**config.mk**
```make
export PLATFORM = sky130hd
export DESIGN_NAME = trace_event_allow_deny_filter
export DESIGN_NICKNAME = d
export VERILOG_FILES = /design/src/sv/teadf_pkg.sv /design/src/sv/trace_event_allow_deny_filter.sv
export SDC_FILE = /design/constraint.sdc
export NUM_CORES = 1
export LEC_CHECK = 0
export ABC_AREA = 1
export BUFFER_PORTS_ARGS = -buffer_cell sky130_fd_sc_hd__buf_2
export CELL_PAD_IN_SITES_DETAIL_PLACEMENT = 2
export CELL_PAD_IN_SITES_GLOBAL_PLACEMENT = 2
export CORE_UTILIZATION = 40
export DETAILED_ROUTE_END_ITERATION = 7
export PLACE_DENSITY = 0.79
export SLEW_MARGIN = 25
export SYNTH_ARGS = -nofsm -noshare
export SYNTH_HDL_FRONTEND = slang
export SYNTH_SLANG_ARGS = --single-unit
```
**constraint.sdc**
```tcl
create_clock -name clk_i -period 2.5 [get_ports clk_i]
set_input_delay 0.5 -clock clk_i [delete_from_list [all_inputs] [get_ports clk_i]]
set_output_delay 0.5 -clock clk_i [all_outputs]
set_load 0.02 [all_outputs]
```
**src/sv/teadf_pkg.sv**
```systemverilog
`timescale 1ns / 1ps
// ----------------------------------------------------------------------------
// Trace event allow/deny filter package
// Depths, entry and beat types, opcodes and the entry match function.
// ----------------------------------------------------------------------------
package teadf_pkg;

  localparam int unsigned ALLOW_DEPTH = 16;
  localparam int unsigned DENY_DEPTH  = 16;
  localparam int unsigned MAX_DEPTH   = (ALLOW_DEPTH > DENY_DEPTH) ? ALLOW_DEPTH : DENY_DEPTH;

  localparam int unsigned ALLOW_CW = $clog2(ALLOW_DEPTH + 1);
  localparam int unsigned DENY_CW  = $clog2(DENY_DEPTH + 1);
  localparam int unsigned SCAN_W   = $clog2(MAX_DEPTH + 1);
  localparam int unsigned ALLOW_AW = (ALLOW_DEPTH > 1) ? $clog2(ALLOW_DEPTH) : 1;
  localparam int unsigned DENY_AW  = (DENY_DEPTH > 1) ? $clog2(DENY_DEPTH) : 1;

  localparam logic [9:0] FAULT_CODE_RESET = 10'd11;

  typedef enum logic [1:0] {
    OP_ADD_ALLOW = 2'd0,
    OP_ADD_DENY  = 2'd1,
    OP_CHECK     = 2'd2,
    OP_NONE      = 2'd3
  } op_e;

  typedef enum logic [2:0] {
    KIND_TERMINATED = 3'd0,
    KIND_EXITED     = 3'd1,
    KIND_SIGNAL     = 3'd2,
    KIND_SYSCALL    = 3'd3,
    KIND_USER       = 3'd4
  } kind_e;

  typedef struct packed {
    logic [1:0] operation;
    logic [2:0] event_kind;
    logic [9:0] event_code;
    logic       at_entry;
  } req_t;

  typedef struct packed {
    logic passes;
    logic halts_process;
    logic list_full;
  } rsp_t;

  typedef struct packed {
    logic [2:0] kind;
    logic [9:0] code;
    logic       flag;
  } entry_t;

  function automatic logic entry_match(entry_t ent, entry_t evt);
    logic kind_ok;
    logic code_ok;
    logic flag_ok;
    kind_ok = (ent.kind == evt.kind);
    code_ok = (ent.code == 10'd0) || (ent.code == evt.code);
    flag_ok = (evt.kind != KIND_SYSCALL) || (ent.flag == evt.flag);
    return kind_ok && code_ok && flag_ok;
  endfunction

endpackage

```
**src/sv/trace_event_allow_deny_filter.sv**
```systemverilog
`timescale 1ns / 1ps
// ----------------------------------------------------------------------------
// Trace event allow/deny filter
// Allow and deny tables in two synchronous RAMs; a check scans both in step.
// ----------------------------------------------------------------------------
// Channel  Direction  Handshake                 Beat
// in       input      in_valid_i / in_ready_o   teadf_pkg::req_t
// out      output     out_valid_o / out_ready_i teadf_pkg::rsp_t
// cfg      input      cfg_we_i                  fault signal code, 10 bits
//
// Insert, or a check with both tables empty: the result goes from the done
//   state into the output register; the next beat is accepted back in idle.
// Check: both tables are scanned over max(allow count, deny count) entries,
//   then the result goes through the done state as above; both tables are read one
//   entry per cycle through their single read ports, side by side.
// Reset clears both counts and sets the fault code to 11; no clearing pass.
// A result waiting on out_ready_i does not block the next accept; a second
//   finished result waits in the done state until the output register frees.
// ----------------------------------------------------------------------------
module trace_event_allow_deny_filter (
  input  logic              clk_i,
  input  logic              rst_ni,
  input  logic              in_valid_i,
  output logic              in_ready_o,
  input  teadf_pkg::req_t   in_data_i,
  output logic              out_valid_o,
  input  logic              out_ready_i,
  output teadf_pkg::rsp_t   out_data_o,
  input  logic              cfg_we_i,
  input  logic [9:0]        cfg_wdata_i
);
  import teadf_pkg::*;

  typedef enum logic [2:0] {
    ST_IDLE = 3'b001,
    ST_SCAN = 3'b010,
    ST_DONE = 3'b100
  } state_e;

  state_e               state_q, state_d;
  logic [9:0]           fault_code_q;
  logic [ALLOW_CW-1:0]  allow_cnt_q, allow_cnt_d;
  logic [DENY_CW-1:0]   deny_cnt_q, deny_cnt_d;
  logic [SCAN_W-1:0]    idx_q, idx_d;
  logic [SCAN_W-1:0]    len_q, len_d;
  entry_t               evt_q, evt_d;
  logic                 allow_hit_q, allow_hit_d;
  logic                 deny_hit_q, deny_hit_d;
  logic                 halts_q, halts_d;
  logic                 rva_q, rvd_q, rlast_q;
  logic                 rva_d, rvd_d, rlast_d;
  rsp_t                 res_q, res_d;
  logic                 out_valid_q, out_valid_d;
  rsp_t                 out_data_q;
  logic                 out_load;

  entry_t               allow_mem [ALLOW_DEPTH];
  entry_t               deny_mem [DENY_DEPTH];
  entry_t               allow_rd_q, deny_rd_q;
  logic                 allow_we, deny_we;
  entry_t               new_ent;
  logic                 issue;
  logic                 accept;
  logic [SCAN_W-1:0]    allow_len, deny_len;

  assign in_ready_o  = (state_q == ST_IDLE);
  assign accept      = in_valid_i && in_ready_o;
  assign out_valid_o = out_valid_q;
  assign out_data_o  = out_data_q;

  assign new_ent.kind = in_data_i.event_kind;
  assign new_ent.code = in_data_i.event_code;
  assign new_ent.flag = in_data_i.at_entry;

  assign allow_len = SCAN_W'(allow_cnt_q);
  assign deny_len  = SCAN_W'(deny_cnt_q);
  assign issue     = (state_q == ST_SCAN) && (idx_q != len_q);

  always_comb begin
    state_d     = state_q;
    allow_cnt_d = allow_cnt_q;
    deny_cnt_d  = deny_cnt_q;
    idx_d       = idx_q;
    len_d       = len_q;
    evt_d       = evt_q;
    allow_hit_d = allow_hit_q;
    deny_hit_d  = deny_hit_q;
    halts_d     = halts_q;
    res_d       = res_q;
    allow_we    = 1'b0;
    deny_we     = 1'b0;
    out_load    = 1'b0;
    out_valid_d = out_valid_q && !out_ready_i;
    rva_d       = issue && (idx_q < allow_len);
    rvd_d       = issue && (idx_q < deny_len);
    rlast_d     = issue && ((idx_q + SCAN_W'(1)) == len_q);

    unique case (state_q)
      ST_IDLE: begin
        if (accept) begin
          res_d   = '0;
          state_d = ST_DONE;
          case (op_e'(in_data_i.operation))
            OP_ADD_ALLOW: begin
              if (allow_cnt_q < ALLOW_CW'(ALLOW_DEPTH)) begin
                allow_we    = 1'b1;
                allow_cnt_d = allow_cnt_q + ALLOW_CW'(1);
              end else begin
                res_d.list_full = 1'b1;
              end
            end
            OP_ADD_DENY: begin
              if (deny_cnt_q < DENY_CW'(DENY_DEPTH)) begin
                deny_we    = 1'b1;
                deny_cnt_d = deny_cnt_q + DENY_CW'(1);
              end else begin
                res_d.list_full = 1'b1;
              end
            end
            OP_CHECK: begin
              evt_d       = new_ent;
              allow_hit_d = (allow_cnt_q == '0);
              deny_hit_d  = 1'b0;
              halts_d     = (in_data_i.event_kind == KIND_EXITED) ||
                            (in_data_i.event_kind == KIND_TERMINATED) ||
                            ((in_data_i.event_kind == KIND_SIGNAL) &&
                             (in_data_i.event_code == fault_code_q));
              idx_d       = '0;
              len_d       = (allow_len > deny_len) ? allow_len : deny_len;
              if ((allow_len != '0) || (deny_len != '0)) begin
                state_d = ST_SCAN;
              end else begin
                res_d.passes        = 1'b1;
                res_d.halts_process = halts_d;
              end
            end
            default: begin
              res_d = '0;
            end
          endcase
        end
      end
      ST_SCAN: begin
        if (issue) begin
          idx_d = idx_q + SCAN_W'(1);
        end
        allow_hit_d = allow_hit_q || (rva_q && entry_match(allow_rd_q, evt_q));
        deny_hit_d  = deny_hit_q || (rvd_q && entry_match(deny_rd_q, evt_q));
        if (rlast_q) begin
          res_d.passes        = allow_hit_d && !deny_hit_d;
          res_d.halts_process = halts_q;
          res_d.list_full     = 1'b0;
          state_d             = ST_DONE;
        end
      end
      ST_DONE: begin
        if (!out_valid_q || out_ready_i) begin
          out_load    = 1'b1;
          out_valid_d = 1'b1;
          state_d     = ST_IDLE;
        end
      end
      default: begin
        state_d = ST_IDLE;
      end
    endcase
  end

  always_ff @(posedge clk_i) begin
    if (allow_we) begin
      allow_mem[allow_cnt_q[ALLOW_AW-1:0]] <= new_ent;
    end
    if (issue) begin
      allow_rd_q <= allow_mem[idx_q[ALLOW_AW-1:0]];
    end
  end

  always_ff @(posedge clk_i) begin
    if (deny_we) begin
      deny_mem[deny_cnt_q[DENY_AW-1:0]] <= new_ent;
    end
    if (issue) begin
      deny_rd_q <= deny_mem[idx_q[DENY_AW-1:0]];
    end
  end

  always_ff @(posedge clk_i or negedge rst_ni) begin
    if (!rst_ni) begin
      state_q      <= ST_IDLE;
      fault_code_q <= FAULT_CODE_RESET;
      allow_cnt_q  <= '0;
      deny_cnt_q   <= '0;
      rva_q        <= 1'b0;
      rvd_q        <= 1'b0;
      rlast_q      <= 1'b0;
      out_valid_q  <= 1'b0;
    end else begin
      state_q     <= state_d;
      allow_cnt_q <= allow_cnt_d;
      deny_cnt_q  <= deny_cnt_d;
      rva_q       <= rva_d;
      rvd_q       <= rvd_d;
      rlast_q     <= rlast_d;
      out_valid_q <= out_valid_d;
      if (cfg_we_i) begin
        fault_code_q <= cfg_wdata_i;
      end
    end
  end

  always_ff @(posedge clk_i) begin
    idx_q       <= idx_d;
    len_q       <= len_d;
    evt_q       <= evt_d;
    allow_hit_q <= allow_hit_d;
    deny_hit_q  <= deny_hit_d;
    halts_q     <= halts_d;
    res_q       <= res_d;
    if (out_load) begin
      out_data_q <= res_q;
    end
  end

`ifndef SYNTH
  a_cnt_bound: assert property (@(posedge clk_i) disable iff (!rst_ni)
    (allow_cnt_q <= ALLOW_CW'(ALLOW_DEPTH)) && (deny_cnt_q <= DENY_CW'(DENY_DEPTH)))
    else $error("table count beyond depth");

  a_rd_in_scan: assert property (@(posedge clk_i) disable iff (!rst_ni)
    (rva_q || rvd_q || rlast_q) |-> (state_q == ST_SCAN))
    else $error("read data tagged outside a scan");

  a_full_drop: assert property (@(posedge clk_i) disable iff (!rst_ni)
    (accept && (in_data_i.operation == OP_ADD_ALLOW) &&
     (allow_cnt_q == ALLOW_CW'(ALLOW_DEPTH)))
    |=> (res_q.list_full && $stable(allow_cnt_q)))
    else $error("insert into full allow table not rejected");
`endif

endmodule

```
==> results.md <==
- Status: finished clean
- Remaining DRCs: 0
- Sequential share of the synthesized area: 73.64%
- Synth warn: 0
- Worst-Margin Slew: 0.9226 ns
- Post-synthesis net count: 1721
- Core Area: 53080 um^2
- Finished Layout Cells: 2507
- Final setup viols: 0
- Critical Path AT: 2.95 ns
- Leak: 8.814 nW
- Hold Violations, Final: 0
- DP HPWL: 46540 um
- Ports: 36
- Clk_skew: 0.02128 ns
- Die height: 234.8 um
- Synth Instances: 1668
- Critical path class: reg -> reg
- Max_slew headroom: 37.84%
- Max IR drop VDD: 677.8 uV
- Final Cycle Share: 97.84%
- Gpl congestion: 0.8195
- Async SR Flop Fraction: 5.037%
- CTS max path bufs: 3
- Area grow syn2layout: 15.78%
- Vias in the first global route: 16650
- Most common cell after layout, fill and taps aside: edfxtp_1
- Ratio of cells with drive above 1 in the final layout: 13.64%
- Reg clk slew, reported paths: 0.06 ns
- Logic gate share of total power: 5.7%
- CP max FO: 21
- #FFs+latches synth: 536
- Num CTS Buffers: 57
- Total GRT Usage: 27.36%
- Reg power frac: 50.1%
- Psw: 4.566 mW
- Slew Viols, Final: 0
- Post-DR vias/cell: 5.781
- Port bufs: 35
- Final WL: 74860 um
- CTS tree: built
- Routed Antenna Nets: 0
- Top_reg_cell synth: edfxtp_1
- Die area: 55130 um^2
- Period minus WS final: 2.446 ns
- Fmax achieved: 408.8 MHz
- Startpoint Class: flip-flop
- PD cells: 791.7 nW/um^2
- Num rows: 84
- DR pass1 iterations: 5
- First-pass GRT wire length: 109900 um
- CP required: 3.00 ns
- Clk_lat worst skew: 0.63 ns
- WL/cell: 29.86 um
- Clock power share: 44.2%
- Initial core utilization: 40.85%
- Syn avg cell area: 13.00 um^2
- Mapped Area: 21680 um^2
- MaxCap Viol Count: 0
- Initial antenna violation count: 5
- PostCTS Resize Cnt: 0
- Layout Nets: 1825
- Die width: 234.8 um
- CP Capture Type: flip-flop
- Inst Count DP: 2397
- Cell variety after synth: 38
- Htree depth: 2
- Largest net degree at the start of global routing: 116
- DRT iter0 DRCs: 982
- Clock Sinks: 536
- Number of synthesized flops with an enable pin: 509
- Clock Tree Root: clkbuf_16
- Via Count: 14490
- Pwr Total: 19.87 mW
- Most frequent cells in the layout: 509 x edfxtp_1, 270 x nand2_1, 180 x nor2_1
- GRT overflow: 0
- Switch share: 22.98%
- Hold Path Class: in -> reg
- Internal: 15.31 mW
-- layout make-up --
cell class	count	area, um^2
Tap cell	688	860.8
Inverter	65	249.0
Clock inverter	38	427.9
Clock buffer	67	1464
Fill cell	5109	27980
Antenna cell	1	2.502
Multi-Input combinational cell	981	5032
Sequential cell	536	15970
Timing Repair Buffer	131	1099
-- routing by layer --
| metal | vias up | share of wire (%) | GRT usage, % |
|---|---|---|---|
| li1 | 6324 | - | - |
| met1 | 7510 | 37 | 31.09 |
| met2 | 468 | 52 | 48.88 |
| met3 | 190 | 5.5 | 4.453 |
| met4 | 2 | 5.4 | 15.55 |
| met5 | - | 0.025 | 0 |
-- power by group through the flow --
stage	logic (mW)	registers (mW)	clock network, mW
floorplan	0.546	10.1	0
global placement	1.02	10.1	0
detailed placement	1.10	10.2	0
CTS	1.12	9.96	8.89
global route	1.21	9.96	9.19
finish	1.13	9.96	8.78
-- state kept, by name, summed over array words and instances (netlist names) --
register,flops
idx_q,5
deny_cnt_q,5
rva_q,1
deny_mem,224
res_q,3
allow_hit_q,1
rvd_q,1
rlast_q,1
deny_hit_q,1
allow_rd_q,14
allow_cnt_q,5
allow_mem,224
evt_q,14
len_q,5
fault_code_q,10
state_q,3
deny_rd_q,14
out_data_o,3
out_valid_o,1
halts_q,1
-- worst max-delay path: stages, from the launching register on --
cell and delay (ns):
edfxtp_1 0.61, nand2_2 0.26, buf_12 0.24, inv_1 0.10, buf_4 0.27, nand2_1 0.15
xnor2_1 0.27, nand3_1 0.16, nor4_2 0.27
-- metrics by stage --
step	TNS [ns]	util (%)	hold WS [ns]	setup slack, ns	instance area [um^2]
floorplan	0	-	0.2044	0.02802	21680
global placement	0	43.66	0.4221	0.3051	23170
detailed placement	0	43.66	0.4219	0.06867	23170
CTS	0	47.24	0.06337	0.02028	25080
global route	-0.05501	47.29	0.09384	-0.05501	25100
finish	0	47.29	0.09910	0.05392	25100
-- synth_stat cells (2+ instances only) --
cell type / count / area share [%]
clkbuf_1: 31 / 0.54
a21oi_1: 85 / 2.0
o221ai_1: 15 / 0.61
nor3_2: 2 / 0.092
dfrtp_1: 23 / 2.7
xnor2_1: 17 / 0.69
xor2_1: 14 / 0.57
inv_1: 62 / 1.1
nor2_4: 3 / 0.16
buf_2: 39 / 0.90
buf_4: 11 / 0.38
o22ai_1: 38 / 1.1
mux2_2: 4 / 0.21
edfxtp_1: 509 / 71
dfstp_2: 4 / 0.48
inv_2: 2 / 0.035
ha_1: 22 / 1.3
nand2_2: 3 / 0.087
nand3_1: 58 / 1.3
a221oi_1: 36 / 1.5
nand2_1: 270 / 4.7
o221a_2: 6 / 0.31
nor2_1: 181 / 3.1
o21ai_1: 25 / 0.58
buf_6: 4 / 0.21
nor4_1: 2 / 0.058
nor3_1: 8 / 0.18
nand4_1: 26 / 0.75
o21ai_0: 156 / 3.6
or2_2: 4 / 0.12
-- kinds of logic (layout without fill, tap and decap cells) --
kind of cell	after synthesis	in the layout	share of synthesized area, %
AND/OR/NAND/NOR	561	561	10.76
AO/OA/AOI/OAI	363	363	9.684
flip-flops	536	536	73.64
buffers and inverters	151	301	3.180
XOR/XNOR	31	31	1.252
other	0	1	0
multiplexers	4	4	0.2078
adder cells (fa/ha/maj)	22	22	1.270
-- timing repair --
action                                  in CTS  in global routing
buffers inserted                             0                  3
endpoints found under the setup margin       0                  1
endpoints found under the hold margin       23                  0
hold buffers                                 1                  0
-- final timing paths --
path / from / to / slack [ns] / cells after the start
worst max-delay path: idx_q[2] / rlast_q / 0.05 / 8
worst min-delay path: cfg_wdata_i[3] / fault_code_q[3] / 0.1 / 3
worst max register to register: idx_q[2] / rlast_q / 0.05 / 8
worst min register to register: res_q[2] / out_data_o[2] / 0.43 / 0
max in group asynchronous: rst_ni / state_q[1] / 1.51 / 2
min in group asynchronous: rst_ni / fault_code_q[5] / 0.51 / 2
No activity file was read; power rests on OpenSTA's default activity.
